[src/hdl/rchp_pkg.sv]
`default_nettype none
package rchp_pkg;

   localparam int unsigned DataWidth   = 32;
   localparam int unsigned WidthBits   = 31;
   localparam int unsigned DivCells    = 31;
   localparam int unsigned CordicSteps = 30;
   localparam int unsigned CordicWidth = 34;

   localparam logic [CordicWidth-1:0] CordicX0 = 34'd652032874;
   localparam logic signed [CordicWidth-1:0] OneQ30 = 34'sd1073741824;

   typedef enum logic [2:0] {
      REG_AXIS_SELECT = 3'd0,
      REG_CENTER      = 3'd1,
      REG_WIDTH       = 3'd2,
      REG_BASE        = 3'd3,
      REG_PEAK        = 3'd4
   } reg_index_type;

   typedef struct packed {
      logic        valid;
      logic        in_hump;
      logic [31:0] rem;
      logic [31:0] quo;
   } div_word_type;

   typedef struct packed {
      logic                          valid;
      logic                          in_hump;
      logic                          flip;
      logic signed [CordicWidth-1:0] x;
      logic signed [CordicWidth-1:0] y;
      logic signed [CordicWidth-1:0] z;
   } cordic_word_type;

   function automatic logic [31:0] atan_turns(input logic [4:0] step);
      logic [31:0] a;
      case (step)
         5'd0:    a = 32'h20000000;
         5'd1:    a = 32'h12E4051E;
         5'd2:    a = 32'h09FB385B;
         5'd3:    a = 32'h051111D4;
         5'd4:    a = 32'h028B0D43;
         5'd5:    a = 32'h0145D7E1;
         5'd6:    a = 32'h00A2F61E;
         5'd7:    a = 32'h00517C55;
         5'd8:    a = 32'h0028BE53;
         5'd9:    a = 32'h00145F2F;
         5'd10:   a = 32'h000A2F98;
         5'd11:   a = 32'h000517CC;
         5'd12:   a = 32'h00028BE6;
         5'd13:   a = 32'h000145F3;
         5'd14:   a = 32'h0000A2FA;
         5'd15:   a = 32'h0000517D;
         5'd16:   a = 32'h000028BE;
         5'd17:   a = 32'h0000145F;
         5'd18:   a = 32'h00000A30;
         5'd19:   a = 32'h00000518;
         5'd20:   a = 32'h0000028C;
         5'd21:   a = 32'h00000146;
         5'd22:   a = 32'h000000A3;
         5'd23:   a = 32'h00000051;
         5'd24:   a = 32'h00000029;
         5'd25:   a = 32'h00000014;
         5'd26:   a = 32'h0000000A;
         5'd27:   a = 32'h00000005;
         5'd28:   a = 32'h00000003;
         5'd29:   a = 32'h00000001;
         default: a = 32'h00000000;
      endcase
      return a;
   endfunction

endpackage
`default_nettype wire

[src/hdl/rchp_cordic_cell.sv]
`default_nettype none
module rchp_cordic_cell #(
   parameter int unsigned STEP = 0
) (
   input  wire logic                    clock,
   input  wire logic                    reset,
   input  wire logic                    enable,
   input  wire rchp_pkg::cordic_word_type word_in,
   output rchp_pkg::cordic_word_type    word_out
);
   rchp_pkg::cordic_word_type word_ff, word_in_nx;
   logic signed [rchp_pkg::CordicWidth-1:0] xs, ys, ang;

   always_comb begin
      xs = word_in.x >>> STEP;
      ys = word_in.y >>> STEP;
      ang = signed'({2'b00, rchp_pkg::atan_turns(5'(STEP))});
      word_in_nx = word_in;
      if (!word_in.z[rchp_pkg::CordicWidth-1]) begin
         word_in_nx.x = word_in.x - ys;
         word_in_nx.y = word_in.y + xs;
         word_in_nx.z = word_in.z - ang;
      end else begin
         word_in_nx.x = word_in.x + ys;
         word_in_nx.y = word_in.y - xs;
         word_in_nx.z = word_in.z + ang;
      end
   end

   always_ff @(posedge clock) begin
      if (reset) begin
         word_ff.valid <= 1'b0;
      end else if (enable) begin
         word_ff <= word_in_nx;
      end
   end

   assign word_out = word_ff;
endmodule
`default_nettype wire

[config.mk]
export PLATFORM = sky130hd
export DESIGN_NAME = rchp_cordic_cell
export DESIGN_NICKNAME = d
export VERILOG_FILES = /design/src/hdl/rchp_pkg.sv /design/src/hdl/rchp_cordic_cell.sv
export SDC_FILE = /design/constraint.sdc
export NUM_CORES = 1
export LEC_CHECK = 0
export BUFFER_PORTS_ARGS = -buffer_cell sky130_fd_sc_hd__buf_4
export CAP_MARGIN = 40
export CORE_MARGIN = 2
export CORE_UTILIZATION = 30
export CTS_CLUSTER_DIAMETER = 120
export DETAILED_ROUTE_END_ITERATION = 10
export PLACE_DENSITY_LB_ADDON = 0.08
export REMOVE_ABC_BUFFERS = 1
export SYNTH_ARGS = -nofsm -noshare
export SYNTH_HDL_FRONTEND = slang
export SYNTH_SLANG_ARGS = --single-unit
[constraint.sdc]
create_clock -name clock -period 9.1 [get_ports clock]
set_input_delay 1.82 -clock clock [delete_from_list [all_inputs] [get_ports clock]]
set_output_delay 1.82 -clock clock [all_outputs]
set_load 0.05 [all_outputs]
[Word-level counts from Yosys, hierarchy flattened]
Index checks and enable logic that the tools add are counted.
Operators by class
  $add $sub $neg: 5
  reduce and logical (&&, ||, !) cells: 1
  bitwise gates (word level): 1
  muxes and demuxes: 1
Operators by type and width (number)
  $mux 102: 1
  $sub 34x34->34: 2
  $add 34x31->34 const B: 1
  $add 34x34->34: 1
  $sub 34x31->34 const B: 1
  $reduce_and 2->1: 1
  $not 1->1: 1
Word-level totals
  output and inout port bits: 105
  logic and storage cells: 14
  input bits: 108
  register bits: 105

[Longest topological paths before layout]
  depth after elaboration: 2
  gate-level depth with buffers: 12

[Worst setup path before layout]
No wires, ideal clock.
  path type: input port to flip-flop
  start: in reset
  end: reg word_ff (netlist bit word_out[0]) (enable)
  buffers on the path: 0
  arrival time: 6400 ps
  setup time: 580 ps
  cell stages on the path: 1
  slack: 2121 ps
  cells stage by stage: nor2b_1
Between the ends
  cells in the longest elaborated chain, start to end: 2
RTL lines
  start: declaration: line rchp_cordic_cell.sv:6  | input wire logic reset,
  $not 1->1 (no line)
  $reduce_and 2->1 (no line)
  end signal: assignment: line rchp_cordic_cell.sv:34  | word_ff <= word_in_nx;
  end: declaration: line rchp_cordic_cell.sv:11  | rchp_pkg::cordic_word_type word_ff, word_in_nx;
No other way between the ends.
A chain may end at the register's enable or synchronous reset.

==> results by group <==
Global routing
  – Global-route wire length before repair: 44.43 mm
  – GR Layer Usage met2: 30.11%
  – Gr usage total: 18.51%
  – Met1 global-route usage: 25.97%
  – Overflow after GRT: 0
  – Largest net degree at the start of global routing: 55
  – GR Util met3: 2.778%
  – Antenna violations before repair: 0
  – GRT busiest layer: met2
  – Vias in the first global route: 7778

Route
  – Drc violations: 0
  – Vias: 7982
  – Vias/cell: 5.087
  – Final wirelength: 29.49 mm
  – DR WL/cell: 18.79 µm
  – DR pass1 iterations: 4
  – Initial DRC Count: 562
  – Routed Antenna Nets: 0

Worst setup path
  – Cell with the largest stage delay on the worst path: ha_1
  – Crit path launch: word_in[48]
  – R2R setup slack: 8.51 ns
  – CP Max Fanout: 15
  – WP buf/inv: 2
  – Delay-heaviest family, CP: compound AO/OA/AOI/OAI gates
  – Setup CP Type: in2reg
  – Crit path required time: 9.21 ns
  – WP data arrival: 4.82 ns
  – CP startpoint kind: input pin
  – CP max stage delay: 0.61 ns
  – Reg2reg start: word_out[104]
  – Critical-path cell list: buf_4 > inv_1 > ha_1 > nor2_1 > nand3_1 > a21oi_1 > a211oi_1 > a21oi_2 > a211o_1 > a41oi_1 > mux2i_1 > xnor2_1
  – Crit end category: flop

Final layout
  – Storage cell area: 3113 µm²
  – Fin util: 37.87%
  – Fillcell total: 3139
  – Inserted Diodes: 0
  – Synth-to-Final Area Change: 25.02%
  – Largest register FFs: 104
  – Fin nets: 1388
  – Non-filler instance count after layout: 1569
  – Area occupied by multi-input gates: 5224 µm²
  – Share of cells above drive strength 1: 20.87%

Synth
  – Avg Synthesized Cell Area: 9.003 µm²
  – Sequential area share after synthesis: 34.86%
  – Synth unique cells: 70
  – Adder-cell share of the synthesized area: 15.19%
  – Top_reg_cell synth: edfxtp_1
  – Mux cell area share after synthesis: 2.129%
  – Register bit total from synthesis: 104
  – Cell taking the most area after synthesis: edfxtp_1
  – Synth top area cells: edfxtp_1 (35%), ha_1 (14%), a21oi_1 (7.1%)
  – Main combinational cell family by area after synthesis: compound AO/OA/AOI/OAI gates
  – Count leader, synth: a21oi_1
  – Post-synth top area share: 34.63%
  – Synth top cells by count: a21oi_1 (127), edfxtp_1 (103), inv_1 (103)
  – Ys Warns: 0
  – Synth Area in Simple Gates: 11.56%
  – EDFF count, synth: 103
  – Asr flop ratio synth: 0%
  – Post-synthesis compound-gate area fraction: 22.96%
  – Synth Cell Area: 8931 µm²
  – Xor/xnor share of the synthesized area: 6.570%
  – Post-synthesis cell count: 992

Clock network
  – Sink Count: 104
  – # hold bufs at CTS: 0
  – Cell chosen for the clock root: clkbuf_16
  – CTS Buffer Depth: 2
  – Clock transition at path regs: 0.09 ns
  – Post-CTS Setup Inserts: 0
  – Clock buffer count from CTS: 9
  – Clock latency on the worst-skew pair: 0.35 ns
  – H-tree depth: 3
  – CTS resizes: 0
  – TritonCTS clock tree: done

STA
  – Final Max Tran Viols: 0
  – Minimum clock period: 4.707 ns
  – Final setup violating endpoints: 0
  – Skew final: 0 ns
  – Fmax: 0.2124 GHz
  – Worst Tran Pin Value: 0.7237 ns
  – Worst slew margin: 51.75%
  – RSZ-0062 raised after global routing: false
  – Tcrit/Tclk final: 51.73%
  – Hold Vio Cnt, Final: 0
  – Aggregate negative setup slack: 0 ns

Placement
  – Placer Congestion: 0.8509
  – Port-buffer cells: 212
  – Hpwl dp: 23.46 mm
  – Placed insts: 1553

Floorplan
  – FP Rows: 63
  – Core ar.: 29480 µm²
  – Ports: 213
  – Die footprint: 31170 µm²
  – Die height: 176.5 µm
  – Initial core utilization: 30.29%
  – Overall die width: 176.5 µm

Power
  – PwrDens: 157.0 nW/µm²
  – Leakage power: 4.827 nW
  – Peak supply drop: 0.08435 mV

Status
  – Status: finished, final reports clean

Min path
  – Hold_sp: word_out[104]
  – Worst hold path class: reg2reg

Job
  – MaxCap Viol Count: 0
==> path summary, 6_finish.rpt <==
kind                    to  cells past startpoint
max           word_out[98]                     12
max reg2reg  word_out[104]                      2
min reg2reg  word_out[104]                      2
min          word_out[104]                      2
==> routing by layer <==
| layer | up-vias | share of wire (%) |
|---|---|---|
| li1 | 3904 | - |
| met1 | 3805 | 48 |
| met2 | 252 | 46 |
| met3 | 21 | 5.3 |
| met4 | 0 | 1.1 |
| met5 | - | 0 |
==> placed cells by master, fill, tap and decap left out, types with 26 or more instances in the layout <==
| master | n |
|---|---|
| nor2_1 | 67 |
| o21bai_1 | 26 |
| buf_4 | 216 |
| ha_1 | 102 |
| nand2_1 | 52 |
| edfxtp_1 | 103 |
| inv_1 | 103 |
| xnor2_1 | 55 |
| o21ai_0 | 68 |
| a21oi_1 | 127 |
==> cell type report <==
cell class	instances	area share [%]
Clock buffer	9	2.017
Clock inverter	7	0.7956
Inverter	108	3.631
Multi-Input combinational cell	735	46.78
Sequential cell	104	27.88
Tap cell	390	4.370
Timing Repair Buffer	216	14.52
==> power by group <==
part	total, mW	internal, mW	switching (mW)
registers	0.610	0.596	0.0148
clock network	0.427	0.201	0.226
logic	0.716	0.240	0.476
==> cells by family after synthesis <==
logic type                 Yosys count
AOI/OAI and AO/OA                  329
and+or+nand+nor                    214
buffers and inverters              153
adders and majority gates          106
DFF                                104
xor gates and xnor gates            67
muxes                               19
==> worst reg2reg max path, stage by stage, from the launching register on <==
cell and delay, ns:
dfxtp_1 0.32, mux2i_1 0.12, nor2_1 0.05
==> stage by stage <==
stage	area (µm²)	hold WS (ns)	setup WS [ns]	power [mW]
floorplan	8735	0.7326	2.121	1.095
global route	11170	0.5388	4.306	1.849
finish	11170	0.5151	4.393	1.753
detailed placement	10850	0.4946	4.094	1.337
global placement	10850	0.4937	4.090	1.340
CTS	11170	0.5143	4.494	1.776
No activity file was read; power rests on OpenSTA's default activity.
