`src/hdl/rchp_pkg.sv`:
```
`default_nettype none
package rchp_pkg;

   localparam int unsigned DataWidth   = 32;
   localparam int unsigned WidthBits   = 31;
   localparam int unsigned DivCells    = 31;
   localparam int unsigned CordicSteps = 30;
   localparam int unsigned CordicWidth = 34;

   localparam logic [CordicWidth-1:0] CordicX0 = 34'd652032874;
   localparam logic signed [CordicWidth-1:0] OneQ30 = 34'sd1073741824;

   typedef enum logic [2:0] {
      REG_AXIS_SELECT = 3'd0,
      REG_CENTER      = 3'd1,
      REG_WIDTH       = 3'd2,
      REG_BASE        = 3'd3,
      REG_PEAK        = 3'd4
   } reg_index_type;

   typedef struct packed {
      logic        valid;
      logic        in_hump;
      logic [31:0] rem;
      logic [31:0] quo;
   } div_word_type;

   typedef struct packed {
      logic                          valid;
      logic                          in_hump;
      logic                          flip;
      logic signed [CordicWidth-1:0] x;
      logic signed [CordicWidth-1:0] y;
      logic signed [CordicWidth-1:0] z;
   } cordic_word_type;

   function automatic logic [31:0] atan_turns(input logic [4:0] step);
      logic [31:0] a;
      case (step)
         5'd0:    a = 32'h20000000;
         5'd1:    a = 32'h12E4051E;
         5'd2:    a = 32'h09FB385B;
         5'd3:    a = 32'h051111D4;
         5'd4:    a = 32'h028B0D43;
         5'd5:    a = 32'h0145D7E1;
         5'd6:    a = 32'h00A2F61E;
         5'd7:    a = 32'h00517C55;
         5'd8:    a = 32'h0028BE53;
         5'd9:    a = 32'h00145F2F;
         5'd10:   a = 32'h000A2F98;
         5'd11:   a = 32'h000517CC;
         5'd12:   a = 32'h00028BE6;
         5'd13:   a = 32'h000145F3;
         5'd14:   a = 32'h0000A2FA;
         5'd15:   a = 32'h0000517D;
         5'd16:   a = 32'h000028BE;
         5'd17:   a = 32'h0000145F;
         5'd18:   a = 32'h00000A30;
         5'd19:   a = 32'h00000518;
         5'd20:   a = 32'h0000028C;
         5'd21:   a = 32'h00000146;
         5'd22:   a = 32'h000000A3;
         5'd23:   a = 32'h00000051;
         5'd24:   a = 32'h00000029;
         5'd25:   a = 32'h00000014;
         5'd26:   a = 32'h0000000A;
         5'd27:   a = 32'h00000005;
         5'd28:   a = 32'h00000003;
         5'd29:   a = 32'h00000001;
         default: a = 32'h00000000;
      endcase
      return a;
   endfunction

endpackage
`default_nettype wire

```
`src/hdl/rchp_div_cell.sv`:
```
`default_nettype none
module rchp_div_cell (
   input  wire logic                 clock,
   input  wire logic                 reset,
   input  wire logic                 enable,
   input  wire logic [30:0]          width,
   input  wire rchp_pkg::div_word_type word_in,
   output rchp_pkg::div_word_type    word_out
);
   rchp_pkg::div_word_type word_ff, word_in_nx;
   logic [32:0] rem2;
   logic [32:0] diff;
   logic        ge;

   always_comb begin
      rem2 = {word_in.rem, 1'b0};
      diff = rem2 - {2'b00, width};
      ge = rem2 >= {2'b00, width};
      word_in_nx = word_in;
      word_in_nx.rem = ge ? diff[31:0] : rem2[31:0];
      word_in_nx.quo = {word_in.quo[30:0], ge};
   end

   always_ff @(posedge clock) begin
      if (reset) begin
         word_ff.valid <= 1'b0;
      end else if (enable) begin
         word_ff <= word_in_nx;
      end
   end

   assign word_out = word_ff;
endmodule
`default_nettype wire

```
`config.mk`:
```
export PLATFORM = sky130hd
export DESIGN_NAME = rchp_div_cell
export DESIGN_NICKNAME = d
export VERILOG_FILES = /design/src/hdl/rchp_pkg.sv /design/src/hdl/rchp_div_cell.sv
export SDC_FILE = /design/constraint.sdc
export NUM_CORES = 1
export LEC_CHECK = 0
export CORE_ASPECT_RATIO = 0.9
export CORE_MARGIN = 2
export CORE_UTILIZATION = 55
export CTS_BUF_LIST = sky130_fd_sc_hd__clkbuf_2 sky130_fd_sc_hd__clkbuf_4 sky130_fd_sc_hd__clkbuf_8
export DETAILED_ROUTE_END_ITERATION = 10
export DONT_BUFFER_PORTS = 1
export HOLD_SLACK_MARGIN = 0.03
export PLACE_DENSITY = 0.85
export SLEW_MARGIN = 20
export SYNTH_ARGS = -nofsm -noshare
export SYNTH_HDL_FRONTEND = slang
export SYNTH_SLANG_ARGS = --single-unit
export TNS_END_PERCENT = 20
```
`constraint.sdc`:
```
create_clock -name clock -period 3.51 [get_ports clock]
set_input_delay 0.1755 -clock clock [delete_from_list [all_inputs] [get_ports clock]]
set_output_delay 0.1755 -clock clock [all_outputs]
set_load 0.02 [all_outputs]
```
### After elaboration in Yosys (flattened, before gate mapping)

Cells that the tools add are included.

| word-level totals | value |
|---|---|
| input port bits | 100 |
| output and inout port bits | 66 |
| bits in registers | 66 |

| operators by class | value |
|---|---|
| bitwise logic cells | 1 |
| $add $sub $neg | 1 |
| reduce and logical (&&, ||, !) cells | 1 |
| multiplexer cells | 1 |
| $lt $le $gt $ge | 1 |

Operators with widths:

| kind | number |
|---|---|
| $ge 33x31->1 | 1 |
| $mux 32 | 1 |
| $sub 32x31->32 | 1 |
| $reduce_and 2->1 | 1 |
| $not 1->1 | 1 |

### Logic depth before layout (Yosys ltp)

| logic depth | value |
|---|---|
| word-level depth | 2 |
| depth in mapped cells | 12 |

### Worst setup path after synthesis

No wires, ideal clock.

| timing | value |
|---|---|
| path type | input-to-reg |
| start point | input reset |
| end point | register word_ff, in the netlist word_out[0], enable pin |
| path slack | -68 ps |
| path buffers | 0 |
| arrival time | 3081 ps |
| stages on the path | 1 |
| cell sequence | nor2b_1 |

| between the ends | value |
|---|---|
| word-level cells in the longest chain between the ends | 2 |

Ends and longest elaborated chain:

| what | RTL line | text |
|---|---|---|
| start, declared | rchp_div_cell.sv:4 | `input wire logic reset,` |
| $not 1->1 (no source line) | n/a |  |
| $reduce_and 2->1 (no source line) | n/a |  |
| end signal, assigned | rchp_div_cell.sv:28 | `word_ff <= word_in_nx;` |
| end, declared | rchp_div_cell.sv:10 | `rchp_pkg::div_word_type word_ff, word_in_nx;` |

No other way between the ends.
A chain may end at the register's enable or synchronous reset.

==> summary.txt <==
Die
  • Die height: roughly 89 µm
  • Die X: 98.3 µm
  • CORE AREA: 7660 µm²
  • Die Area: slightly below 9000 µm²
  • # IOs: around 170
  • # rows: 30
  • Initial core utilization: roughly 57%

Power
  • Gate power share: between 20 and 25%
  • Pwr dens: ~460 nW/µm²
  • Power, Total: 2.47 mW
  • LEAKAGE: roughly 2.1 nW
  • Internal Pwr Total: 1.69 mW
  • Net Switching: just under 800 µW
  • Seq pwr share: 43.9%
  • Clock power frac: 33.1%
  • Peak supply drop: about 0.0002 V
  • Switch share: a little under a third

Logic synthesis
  • Post-synth ARST share: 0%
  • Synth Cell Area: 4400 µm²
  • Synthesized flop and latch total: 66
  • Post-Syn Nets: approximately 560
  • Syn Area/Cell: around 10 µm²
  • Synth Warn #: 0
  • Synthesized netlist cell count: about 430
  • Ys flop type: edfxtp_1
  • Sequential area share after synthesis: around 45%
  • EDFF count, synth: 65
  • Yosys cell types: 49

Routing
  • Pre-antenna DRT Iters: 4
  • Post-route ant nets: 0
  • Avg WL per Cell: roughly 19 µm
  • Detailed Route Iter0 Violations: between 200 and 300
  • Total number of vias: between 3,000 and 4,000
  • Routed WL: 11.6 mm
  • Vias per Instance: slightly below 6
  • Drt drc: 0

Timing
  • Tmin final: between 2 and 2.5 ns
  • Max Slew Vio Count: 0
  • Fin Setup TNS: 0 ns
  • Fmax: 459 MHz
  • Relative slew slack: 64.2%
  • Clock Skew: 0 ns
  • Worst Max-Slew Pin Slew: ~0.53 ns
  • Final Cycle Share: between 60% and 70%
  • Final hold viol count: 0
  • Final worst slack: 1.33 ns
  • RSZ-0062 raised after global routing: no
  • Setup violators final: 0

GRT
  • First-pass GRT wire length: between 15 and 20 mm
  • Total Routing Usage GR: a little over a quarter
  • Vias in the first global route: approximately 3,500
  • Antenna violations before repair: 0
  • Largest net degree at the start of global routing: 45
  • Total global routing overflow: 0

Setup path
  • Worst Path Class, Setup: in -> reg
  • WP data arrival: approximately 2.3 ns
  • Reg-to-reg slack, setup: between 2 and 2.5 ns
  • Reg2reg start: word_out[65]$_SDFFE_PP0P_
  • Startpoint type of the worst setup path: input port
  • FF-to-FF path depth: 3
  • End of the worst register-to-register path: word_out[65]$_SDFFE_PP0P_
  • CP endpoint kind: flop
  • Critical Path RT: between 3 and 4 ns
  • Worst Path Max Fanout: 44

Clock tree
  • Clock sink total: 66
  • TritonCTS clock tree: done
  • Worst-Skew Late Latency: ~0.35 ns
  • CTS max path bufs: 2
  • Root Driver: clkbuf_8
  • CTS Buf Count: 9
  • Post-cts resize count: 0
  • Clock-pin slew on the worst setup and hold paths: approximately 0.080 ns
  • H-tree Lvls: 3

Place
  • GPL Wtd Cong: 0.861
  • PortBufs: 0
  • HPWL after DPL: about 8.2 mm
  • Placed Area: about 4500 µm²
  • Placed Instances: approximately 520
  • Pre-CTS WS: approximately 0.98 ns

Hold path
  • Hold Path Origin: word_in[36]
  • Min-delay worst type: in -> reg
  • Hold Crit Depth: 2
  • Hold Path End: word_out[37]$_DFFE_PP_

Final layout
  • Commonest non-fill, non-tap cell in the layout: edfxtp_1
  • N_diodes: 0
  • Max FFs per register: 66
  • Area Overhead vs Synth: 21.5%
  • Commonest cells after routing, fill and taps aside: 65 x edfxtp_1, 63 x dlygate4sd3_1, 43 x inv_1
  • Final nets: between 600 and 700
  • Post-Layout Cell Count: 597
  • Finished Cell Area: ~5400 µm²
  • Layout cells sized above 1: ~17%

Run status
  • Outcome: complete, no violations

Job
  • MaxCap Viol Count: 0
[cells by family after synthesis]
family	count (synthesis)	synth area share [%]
DFF	66	44.8
buffers and inverters	54	5.91
muxes	1	0.227
xor gates and xnor gates	24	4.78
AOI/OAI and AO/OA	128	21.3
and+or+nand+nor	124	13.7
adders and majority gates	32	9.27
[per-stage QoR]
step,hold WS [ns],utilization (%)
floorplan,0.248,-
global placement,0.250,58.4
detailed placement,0.254,58.4
CTS,0.0321,69.9
global route,0.0425,69.9
finish,0.0318,69.9
[metal layers]
layer  track usage (%)  vias to the layer above  routed length [µm]
met5                 0                        -                   0
met1              35.6                     1650                4980
met2              43.8                      181                5410
li1                  -                     1692                   -
met3              6.40                       19                1050
met4              9.22                        0                 194
[power by group through the flow]
stage	combinational, mW	sequential (mW)	clock, mW
after global placement	0.481	1.10	0
after detailed placement	0.494	1.10	0
after CTS	0.559	1.08	0.821
after global routing	0.630	1.09	0.854
final	0.568	1.08	0.818
after floorplan	0.417	1.09	0
[repair_timing]
item                                   4_1_cts  5_1_grt
hold buffers                                63        0
endpoints found under the hold margin       62        0
buffers inserted                             0        0
[critical path, stage by stage]
cell and delay [ns]:
inv_1 0.03, ha_1 0.38, a21oi_2 0.23, o21ai_2 0.12, a41o_1 0.27, o21ai_2 0.13, nand2_2 0.10, o31ai_4 0.28
buf_12 0.31, nor3_1 0.09, a21o_1 0.16
[worst max path at each step]
| stage | slack, ns | endpoint | cells past startpoint | from |
|---|---|---|---|---|
| after global placement | 0.96 | word_out[62]$_DFFE_PP_ | 9 | width[0] |
| after global routing | 1.13 | word_out[62]$_DFFE_PP_ | 10 | width[2] |
| after detailed placement | 0.98 | word_out[63]$_DFFE_PP_ | 11 | width[6] |
| after floorplan | 1.20 | word_out[0]$_DFFE_PP_ | 1 | enable |
| after CTS | 1.32 | word_out[63]$_DFFE_PP_ | 11 | width[6] |
| final | 1.33 | word_out[63]$_DFFE_PP_ | 11 | width[6] |
[cell type report]
type | count | area [µm²]
Timing Repair Buffer | 67 | 673
Clock buffer | 10 | 131
Clock inverter | 6 | 115
Fill cell | 556 | 2310
Inverter | 43 | 161
Tap cell | 96 | 120
Sequential cell | 66 | 1970
Multi-Input combinational cell | 309 | 2180
[synthesized netlist by cell type (2+ instances only)]
library cell / n / area share [%]
nand3_1: 8 / 0.91
o211ai_1: 3 / 0.51
nor4_1: 2 / 0.28
a21oi_1: 33 / 3.8
o21a_1: 5 / 0.85
o211a_1: 2 / 0.45
nand2b_1: 2 / 0.28
o21ai_0: 14 / 1.6
a21o_1: 7 / 1.2
o21bai_1: 6 / 1.0
nand2_1: 37 / 3.2
inv_1: 43 / 3.7
buf_6: 7 / 1.8
ha_1: 31 / 8.8
a41o_1: 2 / 0.45
o21ai_2: 27 / 5.4
edfxtp_1: 65 / 44
nor2b_1: 3 / 0.43
nand4_1: 7 / 0.99
nor2_1: 23 / 2.0
xor2_1: 11 / 2.2
nand2_2: 25 / 3.6
a21boi_0: 4 / 0.68
o31ai_1: 2 / 0.34
a21oi_2: 4 / 0.80
xnor2_1: 13 / 2.6
a211oi_1: 3 / 0.51
a31oi_1: 3 / 0.43
and3_1: 2 / 0.28
nor3_1: 11 / 1.3
buf_2: 3 / 0.34
o31ai_2: 4 / 1.1
Note: power is estimated with default switching activity, not from simulation.
